===== config.mk =====
export PLATFORM = sky130hd
export DESIGN_NAME = moving_average_adc_filter_flat
export DESIGN_NICKNAME = d
export VERILOG_FILES = /design/src/mavg_pkg.sv /design/src/mavg_in_if.sv /design/src/mavg_out_if.sv /design/src/mavg_cfg_if.sv /design/src/mavg_ram.sv /design/src/mavg_div.sv /design/src/moving_average_adc_filter.sv /design/src/flat_wrapper.sv
export VERILOG_INCLUDE_DIRS = /design/src /design/src/src
export SDC_FILE = /design/constraint.sdc
export NUM_CORES = 1
export LEC_CHECK = 0
export BUFFER_PORTS_ARGS = -buffer_cell sky130_fd_sc_hd__buf_2
export CORE_MARGIN = 2
export CORE_UTILIZATION = 55
export CTS_CLUSTER_DIAMETER = 100
export DETAILED_ROUTE_END_ITERATION = 12
export PLACE_DENSITY = 0.72
export SETUP_SLACK_MARGIN = 0.05
export SLEW_MARGIN = 20
export SYNTH_ARGS = -nofsm -noshare
export SYNTH_HDL_FRONTEND = slang
export SYNTH_SLANG_ARGS = --single-unit

===== constraint.sdc =====
create_clock -name clk -period 7.75 [get_ports clk]
set_clock_uncertainty 0.1 [all_clocks]
set_input_delay 0.3875 -clock clk [delete_from_list [all_inputs] [get_ports clk]]
set_output_delay 0.3875 -clock clk [all_outputs]
set_load 0.05 [all_outputs]

===== src/moving_average_adc_filter_assert.svh =====
// Assertion macros shared by the moving-average filter RTL.
`ifndef MOVING_AVERAGE_ADC_FILTER_ASSERT_SVH
`define MOVING_AVERAGE_ADC_FILTER_ASSERT_SVH

// Same-cycle implication, checked on every rising edge outside reset.
`define MAVG_ASSERT_IMP(label, ante, cons, msg) \
  label: assert property (@(posedge clk) disable iff (rst) (ante) |-> (cons)) \
    else $error(msg);

// Next-cycle implication, checked on every rising edge outside reset.
`define MAVG_ASSERT_NXT(label, ante, cons, msg) \
  label: assert property (@(posedge clk) disable iff (rst) (ante) |=> (cons)) \
    else $error(msg);

`endif


===== src/mavg_pkg.sv =====
// Package with constants, types and state codes of the moving-average filter.
package mavg_pkg;

  localparam int unsigned MAX_WINDOW = 15;
  localparam int unsigned CODE_W     = 12;
  localparam int unsigned VOLT_W     = 16;
  localparam int unsigned WIN_W      = 4;
  localparam int unsigned CODE_MAX   = (1 << CODE_W) - 1;

  localparam int unsigned PTR_W = $clog2(MAX_WINDOW);
  localparam int unsigned CNT_W = $clog2(MAX_WINDOW + 1);
  localparam int unsigned SUM_W = $clog2(MAX_WINDOW * CODE_MAX + 1);

  // code * 3.3 / 4095 in Q2.14 reduces to code * 90112 / 6825,
  // and 90112 is 11 shifted left by 13.
  localparam int unsigned VOLT_MUL   = 11;
  localparam int unsigned VOLT_SHIFT = 13;
  localparam int unsigned VOLT_DEN   = 6825;

  // A single code is converted by multiplying with the rounded-up reciprocal
  // of 6825, scaled by 2^RAW_SHIFT. The rounding error times any 12-bit code
  // stays below 2^RAW_SHIFT, so the truncated product is exact.
  localparam int unsigned RAW_SHIFT  = 25;
  localparam int unsigned RAW_PROD_W = RAW_SHIFT + VOLT_W;
  localparam logic [RAW_PROD_W-1:0] RAW_RECIP =
    RAW_PROD_W'(((64'(VOLT_MUL) << (VOLT_SHIFT + RAW_SHIFT)) + VOLT_DEN - 1) / VOLT_DEN);

  localparam int unsigned DIVD_W = SUM_W + 4 + VOLT_SHIFT;
  localparam int unsigned DEN_W  = $clog2(VOLT_DEN * MAX_WINDOW + 1);
  localparam int unsigned QUO_W  = VOLT_W;
  localparam int unsigned STEP_W = $clog2(QUO_W + 1);

  localparam int unsigned CFG_IDX_W  = 4;
  localparam int unsigned CFG_DATA_W = 4;

  localparam logic [CFG_IDX_W-1:0] REG_AVG_MODE      = CFG_IDX_W'(0);
  localparam logic [CFG_IDX_W-1:0] REG_WINDOW_LENGTH = CFG_IDX_W'(1);

  localparam logic [WIN_W-1:0] WINDOW_RESET = WIN_W'(5);

  typedef enum logic [2:0] {
    ST_IDLE,
    ST_SUM,
    ST_DIV_AVG,
    ST_DONE
  } mavg_state_t;

  typedef struct packed {
    logic              start;
    logic [DIVD_W-1:0] dividend;
    logic [DEN_W-1:0]  divisor;
  } div_req_t;

  typedef struct packed {
    logic             done;
    logic [QUO_W-1:0] quotient;
  } div_rsp_t;

endpackage


===== src/mavg_in_if.sv =====
// Input sample channel: converter code and frame start flag.
interface mavg_in_if;
  logic                             valid;
  logic                             ready;
  logic [mavg_pkg::CODE_W-1:0]      adc_code;
  logic                             frame_start;

  modport source (output valid, output adc_code, output frame_start, input ready);
  modport sink (input valid, input adc_code, input frame_start, output ready);
endinterface


===== src/mavg_out_if.sv =====
// Result channel: raw and filtered voltages.
interface mavg_out_if;
  logic                        valid;
  logic                        ready;
  logic [mavg_pkg::VOLT_W-1:0] raw_volts;
  logic [mavg_pkg::VOLT_W-1:0] filtered_volts;

  modport source (output valid, output raw_volts, output filtered_volts, input ready);
  modport sink (input valid, input raw_volts, input filtered_volts, output ready);
endinterface


===== src/mavg_cfg_if.sv =====
// Configuration write channel: register index and write data.
interface mavg_cfg_if;
  logic                            valid;
  logic                            ready;
  logic [mavg_pkg::CFG_IDX_W-1:0]  index;
  logic [mavg_pkg::CFG_DATA_W-1:0] data;

  modport source (output valid, output index, output data, input ready);
  modport sink (input valid, input index, input data, output ready);
endinterface


===== src/mavg_ram.sv =====
// Generic one-write, one-read synchronous RAM with registered read data.
module mavg_ram #(
  parameter int DEPTH = 16,
  parameter int WIDTH = 8
) (
  input  logic                     clk,
  input  logic                     we,
  input  logic [$clog2(DEPTH)-1:0] waddr,
  input  logic [WIDTH-1:0]         wdata,
  input  logic                     re,
  input  logic [$clog2(DEPTH)-1:0] raddr,
  output logic [WIDTH-1:0]         rdata
);

  logic [WIDTH-1:0] mem [DEPTH];

  always_ff @(posedge clk) begin
    if (we) begin
      mem[waddr] <= wdata;
    end
  end

  always_ff @(posedge clk) begin
    if (re) begin
      rdata <= mem[raddr];
    end
  end

endmodule


===== src/mavg_div.sv =====
// Radix-2 restoring divider, one quotient bit per cycle.
module mavg_div (
  input  logic               clk,
  input  logic               rst,
  input  mavg_pkg::div_req_t req,
  output mavg_pkg::div_rsp_t rsp
);

  logic                              busy;
  logic                              done;
  logic [mavg_pkg::STEP_W-1:0]       steps;
  logic [mavg_pkg::DEN_W-1:0]        rem;
  logic [mavg_pkg::DEN_W-1:0]        rem_next;
  logic [mavg_pkg::DEN_W-1:0]        den;
  logic [mavg_pkg::QUO_W-1:0]        quo;
  logic [mavg_pkg::DEN_W:0]          rem_shift;
  logic                              fits;

  // The quotient is known to fit QUO_W bits, so the upper dividend bits
  // start out below the divisor and the remainder never needs more width.
  always_comb begin
    rem_shift = {rem, quo[mavg_pkg::QUO_W-1]};
    fits      = rem_shift >= {1'b0, den};
    rem_next  = fits ? mavg_pkg::DEN_W'(rem_shift - {1'b0, den})
                     : mavg_pkg::DEN_W'(rem_shift);
  end

  always_ff @(posedge clk) begin
    if (rst) begin
      busy  <= 1'b0;
      done  <= 1'b0;
      steps <= '0;
    end else begin
      done <= 1'b0;
      if (req.start) begin
        busy  <= 1'b1;
        steps <= mavg_pkg::STEP_W'(mavg_pkg::QUO_W);
      end else if (busy) begin
        steps <= steps - 1'b1;
        if (steps == mavg_pkg::STEP_W'(1)) begin
          busy <= 1'b0;
          done <= 1'b1;
        end
      end
    end
  end

  always_ff @(posedge clk) begin
    if (req.start) begin
      rem <= mavg_pkg::DEN_W'(req.dividend >> mavg_pkg::QUO_W);
      quo <= req.dividend[mavg_pkg::QUO_W-1:0];
      den <= req.divisor;
    end else if (busy) begin
      rem <= rem_next;
      quo <= {quo[mavg_pkg::QUO_W-2:0], fits};
    end
  end

  assign rsp.done     = done;
  assign rsp.quotient = quo;

endmodule


===== src/moving_average_adc_filter.sv =====
// Moving-average ADC filter: sample history in RAM, serial summation and division.
//
// Usage: samples arrive on the sample channel (adc_code, frame_start) and one
// result per sample leaves on the result channel (raw_volts, filtered_volts),
// both as valid/ready transfers. Configuration writes on the cfg channel set
// the averaging mode (index 0) and window_length (index 1); cfg is always
// ready, and the user must write it only while no sample is in flight: the
// block itself does not enforce this. Each accepted sample is written into a
// ring buffer RAM and converted to volts by a reciprocal multiplication; the
// older samples of the window are then read back one per cycle and summed, and
// in average mode a 16-step serial divider turns the sum into the averaged
// voltage. A new sample is taken only after the result of the previous one has
// been loaded into the output register; the block turns ready again in the
// cycle its result becomes valid. The sum is formed in bypass as well.
// The result sits in an output register, so the next sample is accepted while
// a result waits; only when a second result is done while the first is still
// stalled does the block hold off further samples.
// Reset clears the pointer, fill count and output valid, selects bypass and a
// window of 5; no frame start is needed after reset.
module moving_average_adc_filter (
  input  logic       clk,
  input  logic       rst,
  mavg_in_if.sink    sample,
  mavg_out_if.source result,
  mavg_cfg_if.sink   cfg
);

  `include "moving_average_adc_filter_assert.svh"

  mavg_pkg::mavg_state_t state;
  mavg_pkg::mavg_state_t state_next;

  logic                         mode;
  logic [mavg_pkg::WIN_W-1:0]   win;
  logic [mavg_pkg::PTR_W-1:0]   ptr;
  logic [mavg_pkg::CNT_W-1:0]   count;
  logic [mavg_pkg::SUM_W-1:0]   sum;
  logic [mavg_pkg::CNT_W-1:0]   n_q;
  logic [mavg_pkg::CNT_W-1:0]   left;
  logic [mavg_pkg::PTR_W-1:0]   rd_addr;
  logic                         rd_vld;
  logic [mavg_pkg::VOLT_W-1:0]  raw_q;
  logic [mavg_pkg::VOLT_W-1:0]  avg_q;
  logic                         out_valid;
  logic [mavg_pkg::VOLT_W-1:0]  out_raw;
  logic [mavg_pkg::VOLT_W-1:0]  out_filt;

  logic                         accept;
  logic                         rd_en;
  logic                         out_load;
  logic                         sum_done;
  logic [mavg_pkg::PTR_W-1:0]   base_ptr;
  logic [mavg_pkg::CNT_W-1:0]   base_cnt;
  logic [mavg_pkg::PTR_W-1:0]   new_ptr;
  logic [mavg_pkg::CNT_W-1:0]   new_cnt;
  logic [mavg_pkg::CNT_W-1:0]   win_eff;
  logic [mavg_pkg::CNT_W-1:0]   n_new;
  logic [mavg_pkg::PTR_W-1:0]   prev_base;
  logic [mavg_pkg::PTR_W-1:0]   prev_rd;
  logic [mavg_pkg::CODE_W-1:0]  rd_data;
  logic [mavg_pkg::RAW_PROD_W-1:0] raw_prod;

  mavg_pkg::div_req_t div_req;
  mavg_pkg::div_rsp_t div_rsp;

  mavg_ram #(
    .DEPTH (mavg_pkg::MAX_WINDOW),
    .WIDTH (mavg_pkg::CODE_W)
  ) u_hist (
    .clk   (clk),
    .we    (accept),
    .waddr (base_ptr),
    .wdata (sample.adc_code),
    .re    (rd_en),
    .raddr (rd_addr),
    .rdata (rd_data)
  );

  mavg_div u_div (
    .clk (clk),
    .rst (rst),
    .req (div_req),
    .rsp (div_rsp)
  );

  // Ring pointer and fill count as seen by the incoming sample.
  always_comb begin
    base_ptr = sample.frame_start ? '0 : ptr;
    base_cnt = sample.frame_start ? '0 : count;
    new_ptr  = (base_ptr == mavg_pkg::PTR_W'(mavg_pkg::MAX_WINDOW - 1))
               ? '0 : base_ptr + 1'b1;
    new_cnt  = (32'(base_cnt) < mavg_pkg::MAX_WINDOW) ? base_cnt + 1'b1 : base_cnt;
    if (win == '0) begin
      win_eff = mavg_pkg::CNT_W'(1);
    end else if (32'(win) > mavg_pkg::MAX_WINDOW) begin
      win_eff = mavg_pkg::CNT_W'(mavg_pkg::MAX_WINDOW);
    end else begin
      win_eff = mavg_pkg::CNT_W'(win);
    end
    n_new     = (new_cnt < win_eff) ? new_cnt : win_eff;
    prev_base = (base_ptr == '0) ? mavg_pkg::PTR_W'(mavg_pkg::MAX_WINDOW - 1)
                                 : base_ptr - 1'b1;
    prev_rd   = (rd_addr == '0) ? mavg_pkg::PTR_W'(mavg_pkg::MAX_WINDOW - 1)
                                : rd_addr - 1'b1;
    raw_prod  = mavg_pkg::RAW_PROD_W'(sample.adc_code) * mavg_pkg::RAW_RECIP;
  end

  always_comb begin
    state_next = state;
    unique case (state)
      mavg_pkg::ST_IDLE: begin
        if (sample.valid) begin
          state_next = mavg_pkg::ST_SUM;
        end
      end
      mavg_pkg::ST_SUM: begin
        if (left == '0 && !rd_vld) begin
          state_next = mode ? mavg_pkg::ST_DIV_AVG : mavg_pkg::ST_DONE;
        end
      end
      mavg_pkg::ST_DIV_AVG: begin
        if (div_rsp.done) begin
          state_next = mavg_pkg::ST_DONE;
        end
      end
      mavg_pkg::ST_DONE: begin
        if (!out_valid || result.ready) begin
          state_next = mavg_pkg::ST_IDLE;
        end
      end
      default: state_next = mavg_pkg::ST_IDLE;
    endcase
  end

  // The RAM is written only at acceptance and read only while summing, and
  // the reads never touch the slot just written, so no forwarding is needed.
  always_comb begin
    sample.ready = (state == mavg_pkg::ST_IDLE);
    cfg.ready    = 1'b1;
    accept       = (state == mavg_pkg::ST_IDLE) && sample.valid;
    rd_en        = (state == mavg_pkg::ST_SUM) && (left != '0);
    sum_done     = (state == mavg_pkg::ST_SUM) && (left == '0) && !rd_vld;
    out_load     = (state == mavg_pkg::ST_DONE) && (!out_valid || result.ready);
    div_req.start    = sum_done && mode;
    div_req.dividend = mavg_pkg::DIVD_W'(sum * mavg_pkg::VOLT_MUL)
                       << mavg_pkg::VOLT_SHIFT;
    div_req.divisor  = mavg_pkg::DEN_W'(mavg_pkg::VOLT_DEN * n_q);
  end

  always_ff @(posedge clk) begin
    if (rst) begin
      state     <= mavg_pkg::ST_IDLE;
      mode      <= 1'b0;
      win       <= mavg_pkg::WINDOW_RESET;
      ptr       <= '0;
      count     <= '0;
      left      <= '0;
      rd_vld    <= 1'b0;
      out_valid <= 1'b0;
    end else begin
      state  <= state_next;
      rd_vld <= rd_en;
      if (cfg.valid) begin
        priority if (cfg.index == mavg_pkg::REG_AVG_MODE) begin
          mode <= cfg.data[0];
        end else if (cfg.index == mavg_pkg::REG_WINDOW_LENGTH) begin
          win <= cfg.data[mavg_pkg::WIN_W-1:0];
        end
      end
      if (accept) begin
        ptr   <= new_ptr;
        count <= new_cnt;
        left  <= n_new - 1'b1;
      end else if (rd_en) begin
        left <= left - 1'b1;
      end
      if (out_load) begin
        out_valid <= 1'b1;
      end else if (result.ready) begin
        out_valid <= 1'b0;
      end
    end
  end

  always_ff @(posedge clk) begin
    if (accept) begin
      raw_q   <= raw_prod[mavg_pkg::RAW_SHIFT +: mavg_pkg::VOLT_W];
      n_q     <= n_new;
      sum     <= mavg_pkg::SUM_W'(sample.adc_code);
      rd_addr <= prev_base;
    end else begin
      if (rd_en) begin
        rd_addr <= prev_rd;
      end
      if (rd_vld) begin
        sum <= sum + mavg_pkg::SUM_W'(rd_data);
      end
    end
    if (div_rsp.done && state == mavg_pkg::ST_DIV_AVG) begin
      avg_q <= div_rsp.quotient;
    end
    if (out_load) begin
      out_raw  <= raw_q;
      out_filt <= mode ? avg_q : raw_q;
    end
  end

  assign result.valid          = out_valid;
  assign result.raw_volts      = out_raw;
  assign result.filtered_volts = out_filt;

  `MAVG_ASSERT_NXT(a_accept_starts_sum, sample.valid && sample.ready,
                   state == mavg_pkg::ST_SUM && count != '0,
                   "accepted sample did not start summation with a nonzero fill count")
  `MAVG_ASSERT_IMP(a_sum_bounds, state == mavg_pkg::ST_SUM,
                   n_q != '0 && n_q <= count && left < n_q,
                   "averaging span exceeds the samples held in this frame")
  `MAVG_ASSERT_IMP(a_div_done_owner, div_rsp.done,
                   state == mavg_pkg::ST_DIV_AVG,
                   "divider finished while no conversion was pending")

endmodule

===== src/flat_wrapper.sv =====
// flat-port wrapper written by rule: the top's interface ports become plain ports
module moving_average_adc_filter_flat 
  (clk, rst, sample_valid, sample_adc_code, sample_frame_start, sample_ready, result_valid, result_raw_volts, result_filtered_volts, result_ready, cfg_valid, cfg_index, cfg_data, cfg_ready);
  mavg_in_if sample_i ();
  mavg_out_if result_i ();
  mavg_cfg_if cfg_i ();
  input  logic clk;
  input  logic rst;
  input wire logic [$bits(sample_i.valid)-1:0] sample_valid;
  input wire logic [$bits(sample_i.adc_code)-1:0] sample_adc_code;
  input wire logic [$bits(sample_i.frame_start)-1:0] sample_frame_start;
  output wire logic [$bits(sample_i.ready)-1:0] sample_ready;
  output wire logic [$bits(result_i.valid)-1:0] result_valid;
  output wire logic [$bits(result_i.raw_volts)-1:0] result_raw_volts;
  output wire logic [$bits(result_i.filtered_volts)-1:0] result_filtered_volts;
  input wire logic [$bits(result_i.ready)-1:0] result_ready;
  input wire logic [$bits(cfg_i.valid)-1:0] cfg_valid;
  input wire logic [$bits(cfg_i.index)-1:0] cfg_index;
  input wire logic [$bits(cfg_i.data)-1:0] cfg_data;
  output wire logic [$bits(cfg_i.ready)-1:0] cfg_ready;
  assign sample_i.valid = sample_valid;
  assign sample_i.adc_code = sample_adc_code;
  assign sample_i.frame_start = sample_frame_start;
  assign sample_ready = sample_i.ready;
  assign result_valid = result_i.valid;
  assign result_raw_volts = result_i.raw_volts;
  assign result_filtered_volts = result_i.filtered_volts;
  assign result_i.ready = result_ready;
  assign cfg_i.valid = cfg_valid;
  assign cfg_i.index = cfg_index;
  assign cfg_i.data = cfg_data;
  assign cfg_ready = cfg_i.ready;
  moving_average_adc_filter u_core (.clk(clk), .rst(rst), .sample(sample_i), .result(result_i), .cfg(cfg_i));
endmodule

==> summary.md <==
| Metric | Value |
|---|---|
| Max Clock Freq | `192.5 MHz` |
| WP data arrival | `5.38 ns` |
| Fill cell count | `between 3k and 4k` |
| Post-Route Utilization | `0.6102` |
| EDFF count, synth | `313` |
| Per-cell routed wire length | `18.77 um` |
| Register bit total from synthesis | `roughly 360` |
| Core area | `38,650 um2` |
| TritonCTS clock tree | `done` |
| Root buffer cell | `clkbuf_16` |
| Rel. slew slack | `0.2794` |
| Crit start category | `primary input` |
| Worst setup EP type | `flop` |
| RSZ-0062 raised after global routing | `no` |
| Slowest-stage cell, CP | `fa_1` |
| Status | `finished, final reports clean` |
| Hold Buf Count CTS | `1` |
| Worst Path Required | `7.93 ns` |
| Post-synthesis sequential area ratio | `0.4793` |
| GR Util All Layers | `0.2301` |
| Total power | `8.730 mW` |
| First-pass iteration count of the detailed router | `5` |
| Setup Crit Path Kind | `primary input to flop` |
| GP Congestion | `0.8941` |
| Crit Path Max Fanout | `21` |
| Port Buffers | `just under 60` |
| Total wire length | `45.60 mm` |
| Row count | `72` |
| Maximum VDD drop | `around 0.00028 V` |
| Async SR Flop Fraction | `0` |
| Mapped Nets | `2,135` |
| Slew Viols, Final | `0` |
| Overflow after GRT | `0` |
| H-Tree Depth | `2` |
| Mapped cell area | `21,490 um2` |
| Routed Antenna Nets | `0` |
| Post-CTS Resized | `0` |
| Antenna violations before repair | `1` |
| First-pass GRT wire length | `approximately 74 mm` |
| Max Buffers Root-to-Sink | `3` |
| Final layout net count | `2,209` |
| Vias | `13.70k` |
| Area of placed instances | `~22,000 um2` |
| Area delta synth->final | `9.734%` |
| Clk pin slew, worst setup/hold paths | `0.06 ns` |
| DRT iter0 DRCs | `876` |
| Post-route DRC violation count | `0` |
| Die height | `201.7 um` |
| I/O Pins | `61` |
| Period minus WS final | `between 5 and 6 ns` |
| DP HPWL | `around 32 mm` |
| Setup ws final | `2.555 ns` |
| Setup_tns | `0 ns` |
| Worst min-delay path category | `primary input to flop` |
| TritonCTS Buffers | `38` |
| Synth cell types | `81` |
| Power density cells | `370.2 nW/um2` |
| Max Cap Violations | `0` |
| Number of setup buffers added after CTS | `0` |
| Worst path cell trace | `buf_2 -> ha_1 -> fa_1 -> inv_1 -> fa_1 -> inv_1 -> fa_1 -> inv_1 -> fa_1 -> inv_1 -> ha_1 -> or4_4 -> o21a_1 -> a2111o_1 -> a31oi_4 -> a21oi_2 -> a21oi_2 -> xnor2_1` |
| Via density | `5.639` |
| Die width | `201.7 um` |
| Final Hold Viols | `0` |
| Clock sink count | `~360` |
| Vias in the first global route | `13.72k` |
| Fin area | `about 24,000 um2` |
| Lkg Pwr | `9.818 nW` |
| Worst Tran Pin Value | `1.079 ns` |
| Syn. warnings | `0` |
| Dpl ws | `1.983 ns` |
| Setup-failing EPs final | `0` |
| Top_reg_cell synth | `edfxtp_1` |
| Synth Instances | `between 1.5k and 2k` |
| Mean Syn Cell Area | `roughly 12 um2` |
| Delay of the slowest critical-path stage | `0.54 ns` |
| Period utilisation layout | `0.6703` |
| Die area | `between 40,000 and 50,000 um2` |
| Starting density of the core | `0.5561` |
| Largest net degree at the start of global routing | `49` |
| Share of cells above drive strength 1 | `0.1026` |
| Worst-Skew Late Latency | `approximately 0.55 ns` |
## where the power goes
part | internal, mW | leakage, nW | switching (mW) | total, mW
Combinational | 1.87 | 6.07 | 2.55 | 4.42
Sequential | 2.46 | 3.19 | 0.173 | 2.63
Clock | 0.942 | 0.558 | 0.740 | 1.68
Total | 5.27 | 9.82 | 3.46 | 8.73
## sequential cells by signal (all words and copies together), names as in the netlist, 2 cells and up
name	cells
u_core.raw_q	16
u_core.n_q	4
u_core.win	4
u_core.u_hist.rdata	12
u_core.u_div.den	17
u_core.avg_q	16
u_core.result.raw_volts	16
u_core.result.filtered_volts	16
u_core.sum	16
u_core.ptr	4
u_core.u_div.quo	16
u_core.u_div.steps	5
u_core.u_div.rem	17
u_core.left	4
u_core.u_hist.mem	180
u_core.rd_addr	4
u_core.count	4
u_core.state	2
## through the flow
stage,hold WS (ns),std cells
floorplan,0.3222,1809
global placement,0.3372,2360
finish,0.03151,2429
detailed placement,0.3408,2360
CTS,0.007653,2428
global route,0.03934,2428
## metal layers
metal  GRT usage  part of all wire  routed length (um)
met4     0.07484             0.027                1245
met2      0.3786              0.47               21400
met1      0.3158              0.45               20470
met3     0.03450             0.054                2469
met5           0           0.00015                   7
## cell families after synthesis
kind of cell,share of synthesized area
compound gates,0.09816
xor+xnor,0.02771
fa+ha+maj,0.2047
buf+inv,0.05153
flops,0.4793
mux,0.06259
other cells,0.0001745
simple gates,0.07586
## cells in the final DEF, fill, tap and decap left out, drive strengths merged, types with 17 or more instances in the layout
cell type,Yosys,layout
edfxtp,313,313
inv,237,240
ha,214,214
nor2,124,124
nand2,112,112
a21oi,106,106
mux2i,86,86
fa,86,86
buf,19,85
o21ai,57,57
clkbuf,33,47
dfxtp,45,45
xnor2,43,43
nand3,36,36
xor2,25,25
a31oi,22,22
a21o,20,20
mux2,19,19
nor2b,17,17
a211oi,17,17
## cell usage after synthesis, drive strengths merged, types with 6 or more instances
library cell | n | area share
a211oi | 17 | 0.0072
a21o | 20 | 0.0070
a21oi | 106 | 0.025
a221oi | 15 | 0.0067
a31oi | 22 | 0.0071
and3 | 9 | 0.0027
buf | 19 | 0.0044
clkbuf | 33 | 0.0058
dfxtp | 45 | 0.042
edfxtp | 313 | 0.44
fa | 86 | 0.080
ha | 214 | 0.12
inv | 237 | 0.041
mux2 | 19 | 0.010
mux2i | 86 | 0.040
mux4 | 12 | 0.013
nand2 | 112 | 0.020
nand2b | 13 | 0.0038
nand3 | 36 | 0.0086
nand4 | 6 | 0.0017
nor2 | 124 | 0.022
nor2b | 17 | 0.0049
nor3 | 16 | 0.0037
o211ai | 10 | 0.0040
o21a | 12 | 0.0042
o21ai | 57 | 0.013
o221ai | 15 | 0.0061
o31ai | 7 | 0.0024
or3 | 6 | 0.0017
xnor2 | 43 | 0.018
xor2 | 25 | 0.010
## final timing paths
kind,start,endpoint,slack (ns),depth (start not counted)
min,cfg_data[0],u_core.mode,0.03,3
max reg2reg,u_core.sum[6],u_core.u_div.rem[15],3.71,13
max,sample_adc_code[9],u_core.raw_q[14],2.56,18
min reg2reg,u_core.u_div.quo[8],u_core.avg_q[8],0.35,0
## area by class of cell
class | instances | area [um2] | share of cell area
diodes | 1 | 2.502 | 0.0001061
clock buffers | 47 | 1016 | 0.04308
well taps | 518 | 648.1 | 0.02748
flip-flops and latches | 358 | 10300 | 0.4368
repair buffers | 86 | 500.5 | 0.02122
clock inverters | 20 | 132.6 | 0.005624
multi-input cells | 1162 | 10090 | 0.4280
inverters | 237 | 889.6 | 0.03772
## critical path, delay by kind of cell
| kind | cells | cell delay (ns) |
|---|---|---|
| adder cells (fa/ha/maj) | 6 | 2.70 |
| AO/OA/AOI/OAI | 5 | 1.07 |
| buffers and inverters | 5 | 0.58 |
| AND/OR/NAND/NOR | 1 | 0.52 |
| XOR/XNOR | 1 | 0.08 |
Power figures use the tool's default switching activity.
